===== src/hw/rtl/lexicographic_combination_generator_defines.svh =====
// Assertion macros used by the combination generator top module.
`ifndef LEXICOGRAPHIC_COMBINATION_GENERATOR_DEFINES_SVH
`define LEXICOGRAPHIC_COMBINATION_GENERATOR_DEFINES_SVH

// Checks that the consequent holds in the same cycle as the antecedent.
`define LCG_ASSERT_NOW(lbl, ante, cons, msg) \
    lbl: assert property (@(posedge i_clk) disable iff (!i_rst_n) (ante) |-> (cons)) \
        else $error(msg);

// Checks that the consequent holds in the cycle after the antecedent.
`define LCG_ASSERT_NEXT(lbl, ante, cons, msg) \
    lbl: assert property (@(posedge i_clk) disable iff (!i_rst_n) (ante) |=> (cons)) \
        else $error(msg);

`endif


===== src/hw/rtl/lcg_pkg.sv =====
// Types, constants and codes shared by the combination generator modules.
package lcg_pkg;

    // Fixed field widths and default parameter values.
    localparam int ELEM_SLOTS           = 8;
    localparam int ELEM_W               = 8;
    localparam int K_W                  = 4;
    localparam int N_W                  = 8;
    localparam int CNT_W                = 7;
    localparam int CFG_IDX_W            = 2;
    localparam int CFG_DATA_W           = 8;
    localparam int MAX_SET_SIZE_DEFAULT = 8;
    localparam int INDEX_BITS_DEFAULT   = 8;
    localparam int MAX_BATCH_DEFAULT    = 64;

    // Configuration register indexes.
    localparam logic [CFG_IDX_W-1:0] REG_SET_SIZE = 2'd0;
    localparam logic [CFG_IDX_W-1:0] REG_NUM_CAND = 2'd1;

    // Command codes.
    localparam logic CMD_RESTART  = 1'b0;
    localparam logic CMD_GENERATE = 1'b1;

    // Sequencer states.
    typedef enum logic {
        S_IDLE,
        S_RUN
    } t_state;

    // Control handed from the sequencer to every cell.
    typedef struct packed {
        logic restart;
        logic step;
    } t_cell_ctl;

    // One input item.
    typedef struct packed {
        logic             command;
        logic [CNT_W-1:0] batch_count;
    } t_cmd_item;

    // One result item.
    typedef struct packed {
        logic [ELEM_W-1:0] elem0;
        logic [ELEM_W-1:0] elem1;
        logic [ELEM_W-1:0] elem2;
        logic [ELEM_W-1:0] elem3;
        logic [ELEM_W-1:0] elem4;
        logic [ELEM_W-1:0] elem5;
        logic [ELEM_W-1:0] elem6;
        logic [ELEM_W-1:0] elem7;
        logic              is_last;
        logic              exhausted;
    } t_result;

endpackage


===== src/hw/rtl/lcg_cell.sv =====
// One position of the combination: holds an index and computes its next value.
module lcg_cell #(
    parameter int POS        = 0,
    parameter int INDEX_BITS = 8
) (
    input  logic                    i_clk,
    input  logic                    i_rst_n,
    input  lcg_pkg::t_cell_ctl      i_ctl,
    input  logic                    i_active,
    input  logic [lcg_pkg::K_W-1:0] i_k,
    input  logic [lcg_pkg::N_W-1:0] i_n,
    input  logic                    i_found_right,
    output logic                    o_found_left,
    input  logic [INDEX_BITS-1:0]   i_left_val,
    input  logic                    i_left_chg,
    output logic [INDEX_BITS-1:0]   o_val,
    output logic                    o_chg,
    output logic [INDEX_BITS-1:0]   o_cur
);
    import lcg_pkg::*;

    localparam int CMP_W = ((INDEX_BITS > N_W) ? INDEX_BITS : N_W) + 2;

    logic [INDEX_BITS-1:0] r_idx;
    logic                  w_below;
    logic                  w_pivot;

    // The index can still grow while it sits below its bound n - k + POS.
    assign w_below = (CMP_W'(r_idx) + CMP_W'(i_k)) < (CMP_W'(i_n) + CMP_W'(POS));

    // The pivot is the rightmost active cell below its bound.
    assign w_pivot      = i_active && w_below && !i_found_right;
    assign o_found_left = i_found_right || (i_active && w_below);

    // The pivot increments; every active cell to its right refills consecutively.
    always_comb begin
        if (!i_active) begin
            o_val = r_idx;
        end else if (w_pivot) begin
            o_val = r_idx + INDEX_BITS'(1);
        end else if (i_left_chg) begin
            o_val = i_left_val + INDEX_BITS'(1);
        end else begin
            o_val = r_idx;
        end
    end

    assign o_chg = i_active && (w_pivot || i_left_chg);
    assign o_cur = r_idx;

    // Index register: restart loads the position itself.
    always_ff @(posedge i_clk) begin
        if (!i_rst_n || i_ctl.restart) begin
            r_idx <= INDEX_BITS'(POS);
        end else if (i_ctl.step) begin
            r_idx <= o_val;
        end
    end

endmodule


===== src/hw/rtl/lexicographic_combination_generator.sv =====
// Lexicographic k-combination generator: a row of index cells under a batch sequencer.
//
// The block walks through every k-subset of {0..n-1} in lexicographic order, where k
// (set_size, 1..8) and n (num_candidates) are set through the write port; a write to
// either register restarts the walk at (0,1,..,k-1). A restart item gives no result. A
// generate item gives up to batch_count combinations, one per cycle while the output is
// taken, the last flagged is_last; the batch stops early on the final combination, and a
// generate item after that gives one item flagged exhausted. Each step is settled by a
// chain of eight cells: the search for the rightmost index below its bound runs right to
// left and the refill of the indices after it runs left to right, both combinationally.
// A generate item is accepted in idle, then its results are loaded one by one into the
// output register; a restart item is taken in idle and leaves the sequencer there.
// Input items are taken only between batches, while the output register lets the next
// command in as soon as the last result of a batch is loaded.
`include "lexicographic_combination_generator_defines.svh"

module lexicographic_combination_generator #(
    parameter int MAX_SET_SIZE = lcg_pkg::MAX_SET_SIZE_DEFAULT,
    parameter int INDEX_BITS   = lcg_pkg::INDEX_BITS_DEFAULT,
    parameter int MAX_BATCH    = lcg_pkg::MAX_BATCH_DEFAULT
) (
    input  logic                           i_clk,
    input  logic                           i_rst_n,
    input  logic                           i_cfg_we,
    input  logic [lcg_pkg::CFG_IDX_W-1:0]  i_cfg_idx,
    input  logic [lcg_pkg::CFG_DATA_W-1:0] i_cfg_data,
    input  logic                           i_valid,
    output logic                           o_ready,
    input  lcg_pkg::t_cmd_item             i_item,
    output logic                           o_valid,
    input  logic                           i_ready,
    output lcg_pkg::t_result               o_result
);
    import lcg_pkg::*;

    localparam int CMP_W = ((INDEX_BITS > N_W) ? INDEX_BITS : N_W) + 2;

    // Clamp the set size into 1..MAX_SET_SIZE.
    function automatic logic [K_W-1:0] eff_k(input logic [K_W-1:0] raw);
        logic [K_W-1:0] k;
        k = raw;
        if (k == '0) begin
            k = K_W'(1);
        end
        if (k > K_W'(MAX_SET_SIZE)) begin
            k = K_W'(MAX_SET_SIZE);
        end
        return k;
    endfunction

    t_state              r_state, n_state;
    logic [K_W-1:0]      r_set_size, n_set_size;
    logic [N_W-1:0]      r_num_cand, n_num_cand;
    logic [CNT_W-1:0]    r_remaining;
    logic                r_first_pending;
    logic                r_finished;
    logic                r_out_valid;
    t_result             r_out;

    logic [K_W-1:0]        w_k;
    logic [K_W-1:0]        w_k_next;
    logic                  w_accept;
    logic                  w_free;
    logic                  w_restart;
    logic                  w_generate;
    logic                  w_produce;
    logic                  w_final;
    logic                  w_is_last;
    logic                  w_live;
    logic [CNT_W-1:0]      w_count;
    t_cell_ctl             w_ctl;
    t_result               w_result;
    logic                  w_found [0:ELEM_SLOTS];
    logic [INDEX_BITS-1:0] w_val   [0:ELEM_SLOTS-1];
    logic                  w_chg   [0:ELEM_SLOTS-1];
    logic [INDEX_BITS-1:0] w_cur   [0:ELEM_SLOTS-1];
    logic [INDEX_BITS-1:0] w_emit  [0:ELEM_SLOTS-1];
    logic [ELEM_W-1:0]     w_elem  [0:ELEM_SLOTS-1];

    // Configuration registers and their values after this cycle's write.
    always_comb begin
        n_set_size = r_set_size;
        n_num_cand = r_num_cand;
        if (i_cfg_we) begin
            unique case (i_cfg_idx)
                REG_SET_SIZE: n_set_size = i_cfg_data[K_W-1:0];
                REG_NUM_CAND: n_num_cand = i_cfg_data[N_W-1:0];
                default: ;
            endcase
        end
    end

    always_ff @(posedge i_clk) begin
        if (!i_rst_n) begin
            r_set_size <= K_W'(1);
            r_num_cand <= N_W'(1);
        end else begin
            r_set_size <= n_set_size;
            r_num_cand <= n_num_cand;
        end
    end

    assign w_k      = eff_k(r_set_size);
    assign w_k_next = eff_k(n_set_size);

    // Handshake and sequencer controls; writes to unused indexes leave the walk alone.
    assign o_ready    = (r_state == S_IDLE);
    assign w_accept   = i_valid && o_ready;
    assign w_free     = !r_out_valid || i_ready;
    assign w_restart  = (i_cfg_we && ((i_cfg_idx == REG_SET_SIZE) || (i_cfg_idx == REG_NUM_CAND)))
                     || (w_accept && (i_item.command == CMD_RESTART));
    assign w_generate = w_accept && (i_item.command == CMD_GENERATE);
    assign w_produce  = (r_state == S_RUN) && w_free;

    assign w_ctl.restart = w_restart;
    assign w_ctl.step    = w_produce && !r_finished && !r_first_pending;

    // Row of index cells; the found flag ripples left, refill values ripple right.
    assign w_found[ELEM_SLOTS] = 1'b0;

    for (genvar p = 0; p < ELEM_SLOTS; p++) begin : g_cell
        logic [INDEX_BITS-1:0] w_left_val;
        logic                  w_left_chg;

        if (p == 0) begin : g_head
            assign w_left_val = '0;
            assign w_left_chg = 1'b0;
        end else begin : g_body
            assign w_left_val = w_val[p-1];
            assign w_left_chg = w_chg[p-1];
        end

        lcg_cell #(
            .POS        (p),
            .INDEX_BITS (INDEX_BITS)
        ) u_cell (
            .i_clk         (i_clk),
            .i_rst_n       (i_rst_n),
            .i_ctl         (w_ctl),
            .i_active      (K_W'(p) < w_k),
            .i_k           (w_k),
            .i_n           (r_num_cand),
            .i_found_right (w_found[p+1]),
            .o_found_left  (w_found[p]),
            .i_left_val    (w_left_val),
            .i_left_chg    (w_left_chg),
            .o_val         (w_val[p]),
            .o_chg         (w_chg[p]),
            .o_cur         (w_cur[p])
        );

        // The first combination is shown as held; later ones as advanced.
        assign w_emit[p] = r_first_pending ? w_cur[p] : w_val[p];
        assign w_elem[p] = (K_W'(p) < w_k) ? ELEM_W'(w_emit[p]) : '0;
    end

    // The emitted combination is the final one when its first index equals n - k.
    assign w_final   = (CMP_W'(w_emit[0]) + CMP_W'(w_k)) == CMP_W'(r_num_cand);
    assign w_is_last = r_finished || (r_remaining == CNT_W'(1)) || w_final;

    // Result item assembly.
    always_comb begin
        w_result.elem0     = r_finished ? '0 : w_elem[0];
        w_result.elem1     = r_finished ? '0 : w_elem[1];
        w_result.elem2     = r_finished ? '0 : w_elem[2];
        w_result.elem3     = r_finished ? '0 : w_elem[3];
        w_result.elem4     = r_finished ? '0 : w_elem[4];
        w_result.elem5     = r_finished ? '0 : w_elem[5];
        w_result.elem6     = r_finished ? '0 : w_elem[6];
        w_result.elem7     = r_finished ? '0 : w_elem[7];
        w_result.is_last   = w_is_last;
        w_result.exhausted = r_finished;
    end

    // Batch length with zero and overlarge requests clamped.
    always_comb begin
        w_count = i_item.batch_count;
        if (w_count == '0) begin
            w_count = CNT_W'(1);
        end
        if (w_count > CNT_W'(MAX_BATCH)) begin
            w_count = CNT_W'(MAX_BATCH);
        end
    end

    // Sequencer next state.
    always_comb begin
        n_state = r_state;
        unique case (r_state)
            S_IDLE: begin
                if (w_generate) begin
                    n_state = S_RUN;
                end
            end
            S_RUN: begin
                if (w_produce && w_is_last) begin
                    n_state = S_IDLE;
                end
            end
            default: n_state = S_IDLE;
        endcase
    end

    always_ff @(posedge i_clk) begin
        if (!i_rst_n) begin
            r_state <= S_IDLE;
        end else begin
            r_state <= n_state;
        end
    end

    // Enumeration flags and the batch counter.
    always_ff @(posedge i_clk) begin
        if (!i_rst_n) begin
            r_first_pending <= 1'b1;
            r_finished      <= 1'b0;
            r_remaining     <= '0;
        end else begin
            if (w_restart) begin
                r_first_pending <= 1'b1;
                r_finished      <= N_W'(w_k_next) > n_num_cand;
            end else if (w_produce && !r_finished) begin
                r_first_pending <= 1'b0;
                if (w_final) begin
                    r_finished <= 1'b1;
                end
            end
            if (w_generate) begin
                r_remaining <= w_count;
            end else if (w_produce) begin
                r_remaining <= r_remaining - CNT_W'(1);
            end
        end
    end

    // Output register.
    always_ff @(posedge i_clk) begin
        if (!i_rst_n) begin
            r_out_valid <= 1'b0;
        end else if (w_produce) begin
            r_out_valid <= 1'b1;
        end else if (i_ready) begin
            r_out_valid <= 1'b0;
        end
    end

    always_ff @(posedge i_clk) begin
        if (w_produce) begin
            r_out <= w_result;
        end
    end

    assign o_valid  = r_out_valid;
    assign o_result = r_out;

    assign w_live = (r_state == S_RUN) && !r_finished && !r_first_pending;

    // A live enumeration past its first combination always has a pivot.
    `LCG_ASSERT_NOW(a_pivot_exists, w_live, w_found[0], "no pivot while enumeration is live")
    // A running batch always has results left to give.
    `LCG_ASSERT_NOW(a_batch_nonempty, r_state == S_RUN, r_remaining != '0, "empty batch running")
    // Loading the last result of a batch returns the sequencer to idle.
    `LCG_ASSERT_NEXT(a_last_ends_batch, w_produce && w_is_last, r_state == S_IDLE, "batch did not end")

endmodule

===== config.mk =====
export PLATFORM = sky130hd
export DESIGN_NAME = lexicographic_combination_generator
export DESIGN_NICKNAME = d
export VERILOG_FILES = /design/src/hw/rtl/lcg_pkg.sv /design/src/hw/rtl/lcg_cell.sv /design/src/hw/rtl/lexicographic_combination_generator.sv
export VERILOG_INCLUDE_DIRS = /design/src /design/src/hw/rtl
export SDC_FILE = /design/constraint.sdc
export NUM_CORES = 1
export LEC_CHECK = 0
export ABC_AREA = 1
export BUFFER_PORTS_ARGS = -buffer_cell sky130_fd_sc_hd__buf_2
export CAP_MARGIN = 25
export CORE_MARGIN = 3
export CORE_UTILIZATION = 43
export CTS_CLUSTER_DIAMETER = 100
export DETAILED_ROUTE_END_ITERATION = 12
export GPL_ROUTABILITY_DRIVEN = 0
export MAX_ROUTING_LAYER = met4
export PLACE_DENSITY_LB_ADDON = 0.25
export SLEW_MARGIN = 0
export SYNTH_ARGS = -nofsm -noshare
export SYNTH_HDL_FRONTEND = slang
export SYNTH_HIERARCHICAL = 1
export SYNTH_SLANG_ARGS = --single-unit

===== constraint.sdc =====
create_clock -name i_clk -period 11.9 [get_ports i_clk]
set_clock_uncertainty 0.05 [all_clocks]
set_input_delay 1.19 -clock i_clk [delete_from_list [all_inputs] [get_ports i_clk]]
set_output_delay 1.19 -clock i_clk [all_outputs]
set_load 0.03 [all_outputs]

==> results by group, run 1 <==
Placement
  • Placement Cell Area: 17,100 µm²
  • Input/output buffers: 90
  • Estimated wirelength of the detail-placed design: 33,200 µm
  • DP Cell Count: 3,000
  • Pre-CTS setup slack: around 0.29 ns

STA
  • Min Tclk post-route: around 11 ns
  • WHS: 0.435 ns
  • Setup-failing EPs final: 0
  • Slew HR: 23.3%
  • F_max: between 90 and 100 MHz
  • Final Max Slew Viols: 0
  • Final Hold Fails: 0
  • Setup TNS: 0 ns
  • Final setup margin: 1.08 ns
  • Final period util: 90.9%
  • Worst slew pin tran: 1.15 ns

Synth
  • Synthesized area: 16,000 µm²
  • Mapped Cells: between 2,000 and 2,500
  • Synth Warn #: 6
  • Synth Area per Inst: 6.57 µm²

CTS
  • Clk pin slew, worst setup/hold paths: 0.07 ns
  • Clk sinks: roughly 150
  • CTS tree: built
  • CTS root buf: clkbuf_16
  • H-Tree Depth: 4
  • Number of CTS-inserted buffers: 17
  • Clock Latency Late Sink: 0.46 ns
  • Maximum root-to-sink buffer count: 2

Outcome
  • Status: finished clean

Finish
  • Finished Layout Cells: 3,047
  • P&R area growth vs syn: 11.6%
  • Nets: ~2,700
  • Ant. Diodes: 0
  • Layout cells sized above 1: 11.4%
  • Final Cell Area: 17,900 µm²

Power and ir drop
  • Register share of total power: between 30% and 40%
  • Clock power share: 34.1%
  • Leakage Power: 8.37 nW
  • Pwr/cell area: 88.9 nW/µm²
  • Switching portion of total power: between 30% and 40%
  • Internal power: 1.02 mW
  • Worst vdd ir: around 0.11 mV
  • P_sw: ~0.57 mW
  • Combinational power share: 29.2%

Die
  • Initial Utilization: 43.7%
  • Die extent in x: 199 µm
  • Core area: about 37,000 µm²
  • Cell Rows: 70
  • Die ar.: 39,600 µm²
  • IO Count: 91
  • Die height: approximately 200 µm

Global routing
  • GR Util All Layers: 23.5%
  • Vias in the first global route: 15,100
  • Gr ovfl total: 0
  • Pin count of the biggest net entering global routing: 70
  • Initial antenna violation count: 0
  • Global-route wire length before repair: between 70,000 and 80,000 µm

Worst setup path
  • Max stage delay on crit path: 0.40 ns
  • Critical Path RT: around 12 ns
  • Critical path arrival: ~11 ns
  • CP max-delay cell: fa_1
  • Critical path type: flip-flop to flip-flop
  • Worst reg2reg path depth: 75
  • Startpoint types: flip-flop
  • Crit path max fanout: 10
  • Crit path top cell by count: nand2_1
  • CP Capture Type: flip-flop

Hold path
  • Hold WC Path Type: flip-flop to flip-flop
  • Hold depth: 2

Route
  • # DRC: 0
  • Initial DRC Count: 1,075
  • Via/cell ratio: 5.26
  • Vias: 16,000
  • Routed WL per cell: 14.7 µm
  • Drt first pass iters: 7
  • Antenna viol nets, final: 0
  • Total wire length: about 45,000 µm

Job
  • Max-Cap Viols: 0
-- what timing repair did --
action                                  4_1_cts  5_1_grt
resized for setup                             0       31
endpoints found under the setup margin        0       27
buffers inserted                              0       15
hold buffers                                  0        0
-- final cells by class --
type                       instances  area, µm²
clock inverter                    10       93.8
clock buffer                      22        465
sequential                       153       3720
multi-input combinational       1915      10900
inverter                         348       1360
fill                            3779      18800
timing repair buffer             131        758
tap                              468        586
-- metal layers --
layer / vias up / track usage [%] / part of all wire [%]
met5: - / - / 0
met4: 0 / 6.79 / 1.8
met3: 72 / 2.95 / 4.9
met2: 440 / 38.6 / 46
met1: 7332 / 30.5 / 47
li1: 8176 / - / -
-- metrics by stage --
step | util (%) | power (mW)
final | 48.8 | 1.59
after detailed placement | 46.7 | 1.03
after floorplan | - | 0.927
after global placement | 46.7 | 1.02
after global routing | 48.8 | 1.68
after CTS | 48.2 | 1.58
-- final timing paths --
kind | start | end | slack [ns]
max | r_set_size[3]$_SDFF_PN0_ | o_result[8]$_SDFFCE_PP0P_ | 1.08
min | r_state$_SDFF_PN0_ | r_state$_SDFF_PN0_ | 0.43
max reg2reg | r_set_size[3]$_SDFF_PN0_ | o_result[8]$_SDFFCE_PP0P_ | 1.08
min reg2reg | r_state$_SDFF_PN0_ | r_state$_SDFF_PN0_ | 0.43
-- power groups by stage --
stage               registers (mW)  logic [mW]  clock network (mW)
floorplan                    0.618       0.309                   0
global route                 0.585       0.519               0.573
global placement             0.594       0.431                   0
finish                       0.583       0.464               0.541
detailed placement           0.594       0.440                   0
CTS                          0.582       0.442               0.556
-- worst max-delay path: cells and delay by family, from the launching register on --
| kind | cells | cell delay, ns |
|---|---|---|
| AND/OR/NAND/NOR | 47 | 5.02 |
| adder cells (fa/ha/maj) | 7 | 2.02 |
| AO/OA/AOI/OAI | 10 | 1.61 |
| buffers and inverters | 9 | 1.30 |
| flip-flops | 1 | 0.34 |
| XOR/XNOR | 1 | 0.16 |
| multiplexers | 1 | 0.13 |
-- flip-flops by register name (all words and copies together) (netlist names) --
name and flops:
r_num_cand 8, o_valid 1, r_state 1, r_first_pending 1
o_result 66, r_set_size 4, r_finished 1, r_remaining 7
g_cell.u_cell/o_cur 64
-- layout by cell type (no fill, tap or decap), types with 11 or more instances in the layout --
cell / n
ha_1: 128
nand4_1: 73
nand3_2: 20
dfxtp_1: 86
o21ai_0: 100
edfxtp_1: 66
buf_2: 90
nand2_4: 11
a21oi_1: 175
nand3b_1: 11
buf_4: 41
nor2_8: 14
xnor2_1: 26
nand2_1: 760
xor2_1: 101
nand3_1: 177
conb_1: 24
nor2_1: 147
nand2_2: 22
nor3_1: 11
clkbuf_16: 18
inv_1: 320
Note: power is estimated with default switching activity, not from simulation.
==> inputs of run 2 (changes only) <==
--- a/config.mk
+++ b/config.mk
@@ -12,4 +12,5 @@
 export CORE_MARGIN = 3
 export CORE_UTILIZATION = 43
+export CTS_BUF_LIST = sky130_fd_sc_hd__clkbuf_4 sky130_fd_sc_hd__clkbuf_8
 export CTS_CLUSTER_DIAMETER = 100
 export DETAILED_ROUTE_END_ITERATION = 12
--- a/constraint.sdc
+++ b/constraint.sdc
@@ -3,3 +3,3 @@
 set_input_delay 1.19 -clock i_clk [delete_from_list [all_inputs] [get_ports i_clk]]
 set_output_delay 1.19 -clock i_clk [all_outputs]
-set_load 0.03 [all_outputs]
+set_load 0.01 [all_outputs]
==> results by group, run 2 (same netlist as run 1, synthesis figures left out) <==
STA
  • Worst slew pin tran: 1.06 ns (-0.0905 ns)
  • Setup-failing EPs final: 0 (unchanged)
  • Final period util: 90.8% (about the same)
  • F_max: 92.5 MHz (about the same)
  • Final Hold Fails: 0 (unchanged)
  • Final Max Slew Viols: 0 (unchanged)
  • Min Tclk post-route: 10.81 ns (-0.00999 ns)
  • Setup TNS: 0 ns (unchanged)
  • Slew HR: 29.3% (+6.0 points)

Finish
  • Nets: 2,725 (unchanged)
  • Most frequent cells in the layout: nand2_1 (760), inv_1 (320), nand3_1 (177)
  • Commonest non-fill, non-tap cell in the layout: nand2_1
  • Max reg flops: 66 (unchanged)
  • Finished Layout Cells: 3,047 (unchanged)
  • Layout cells sized above 1: 11.6% (+0.19 points)
  • P&R area growth vs syn: 10.6%
  • Ant. Diodes: 0 (unchanged)

CTS
  • Clk sinks: 153 (unchanged)
  • Maximum root-to-sink buffer count: 2 (unchanged)
  • Number of CTS-inserted buffers: 17 (unchanged)
  • CTS root buf: clkbuf_8
  • Clk pin slew, worst setup/hold paths: 0.10 ns (+0.03 ns)
  • CTS tree: built
  • H-Tree Depth: 4 (unchanged)
  • Post-cts hold buffer count: 0 (unchanged)
  • Clock Latency Late Sink: 0.52 ns (+0.06 ns)

Route
  • # DRC: 0 (unchanged)
  • Vias: 16,000 (+0.025%)
  • Routed WL per cell: 14.7 µm (about the same)
  • Met1 Routed Length: 20,900 µm (about the same)
  • Antenna viol nets, final: 0 (unchanged)
  • Total wire length: 44,700 µm (about the same)
  • Top Layer Used: met4
  • Drt first pass iters: 5 (-2)
  • Via/cell ratio: 5.26 (about the same)
  • Routed length on met3: 2180 µm (+0.41%)
  • Initial DRC Count: 1,112 (+3.4%)
  • WL met2: 20,700 µm (-0.51%)

Die
  • Die extent in x: 199 µm (unchanged)
  • Cell Rows: 70 (unchanged)
  • Die height: 199 µm (unchanged)
  • Initial Utilization: 43.7% (unchanged)
  • Core area: 36,600 µm² (unchanged)
  • Die ar.: 39,600 µm² (unchanged)
  • IO Count: 91 (unchanged)

Worst setup path
  • Crit path top cell by count: nand2_1
  • CP Capture Type: flip-flop
  • Critical Path RT: 12.23 ns (+0.07 ns)
  • Startpoint types: flip-flop
  • Critical path type: flip-flop to flip-flop
  • Max stage delay on crit path: 0.40 ns (about the same)
  • Critical path arrival: 11.13 ns (+0.05 ns)
  • Crit path max fanout: 10 (unchanged)
  • CP max-delay cell: fa_1

Power and ir drop
  • Tot Pwr: 1.45 mW (-8.8%)
  • Worst vdd ir: 0.0793 mV (-29%)
  • Leakage Power: 8.30 nW (-0.82%)
  • Pwr/cell area: 81.8 nW/µm² (-8.0%)

Placement
  • Input/output buffers: 90 (unchanged)
  • Estimated wirelength of the detail-placed design: 33,200 µm (unchanged)
  • DP Cell Count: 3,000 (unchanged)

Hold path
  • Hold WC Path Type: flip-flop to flip-flop

Global routing
  • Global-route wire length before repair: 73,800 µm (-0.15%)
  • Pin count of the biggest net entering global routing: 70 (unchanged)
  • GR Util All Layers: 23.5% (about the same)
  • Gr ovfl total: 0 (unchanged)
  • Initial antenna violation count: 0 (unchanged)
  • Vias in the first global route: 15,100 (-0.099%)

Job
  • Max-Cap Viols: 0 (unchanged)

Outcome
  • Status: finished clean
run 2: cell count changes in the layout (fill, tap and decap cells not counted), moves of 4 or more:
cell       change
clkbuf_8      +17
clkbuf_4       +4
clkbuf_1       -4
clkbuf_16     -18
run 2: cell type report:
class                   count  area [µm²]
multi-input cells        1915       10900
flip-flops and latches    153        3730
repair buffers            131         758
clock buffers              21         264
clock inverters            11         124
fillers                  3791       18900
inverters                 348        1360
well taps                 468         586
run 2: through the flow:
| step | hold WS [ns] | instance area [µm²] | worst slack, ns | util, % |
|---|---|---|---|---|
| 3_3_place_gp | 0.417 | 17100 | 0.521 | 46.7 |
| 3_5_place_dp | 0.422 | 17100 | 0.288 | 46.7 |
| 2_1_floorplan | 0.401 | 16100 | 1.32 | - |
| 4_1_cts | 0.436 | 17500 | 0.239 | 47.7 |
| 5_1_grt | 0.470 | 17700 | -0.0311 | 48.3 |
| 6_report | 0.434 | 17700 | 1.09 | 48.3 |
run 2: worst paths after layout:
path / from / to / slack [ns] / depth (start not counted)
min: r_state$_SDFF_PN0_ / r_state$_SDFF_PN0_ / 0.43 / 2
min reg2reg: r_state$_SDFF_PN0_ / r_state$_SDFF_PN0_ / 0.43 / 2
max: r_set_size[3]$_SDFF_PN0_ / o_result[8]$_SDFFCE_PP0P_ / 1.09 / 75
max reg2reg: r_set_size[3]$_SDFF_PN0_ / o_result[8]$_SDFFCE_PP0P_ / 1.09 / 75
run 2: repair_timing:
action,CTS,global route
setup buffers,0,15
gates resized for setup,0,33
hold endpoints to repair,0,0
setup endpoints to repair,0,27
run 2: where the power goes:
group,total [mW],internal [mW],switching [mW]
logic,0.446,0.147,0.299
registers,0.582,0.568,0.0143
clock network,0.419,0.195,0.224
total,1.45,0.910,0.537
run 2: critical path: cells and delay by family, from the launching register on:
| kind | cells | cell delay (ns) |
|---|---|---|
| muxes | 1 | 0.14 |
| buffers and inverters | 9 | 1.31 |
| adders and majority gates | 7 | 2.03 |
| DFF | 1 | 0.34 |
| xor gates and xnor gates | 1 | 0.16 |
| AOI/OAI and AO/OA | 10 | 1.59 |
| and+or+nand+nor | 47 | 4.99 |
run 2: per-layer routing:
metal | vias to the layer above | track usage (%)
li1 | 8177 | -
met1 | 7336 | 30.5
met2 | 441 | 38.6
met3 | 70 | 2.79
met4 | 0 | 6.77
met5 | - | -
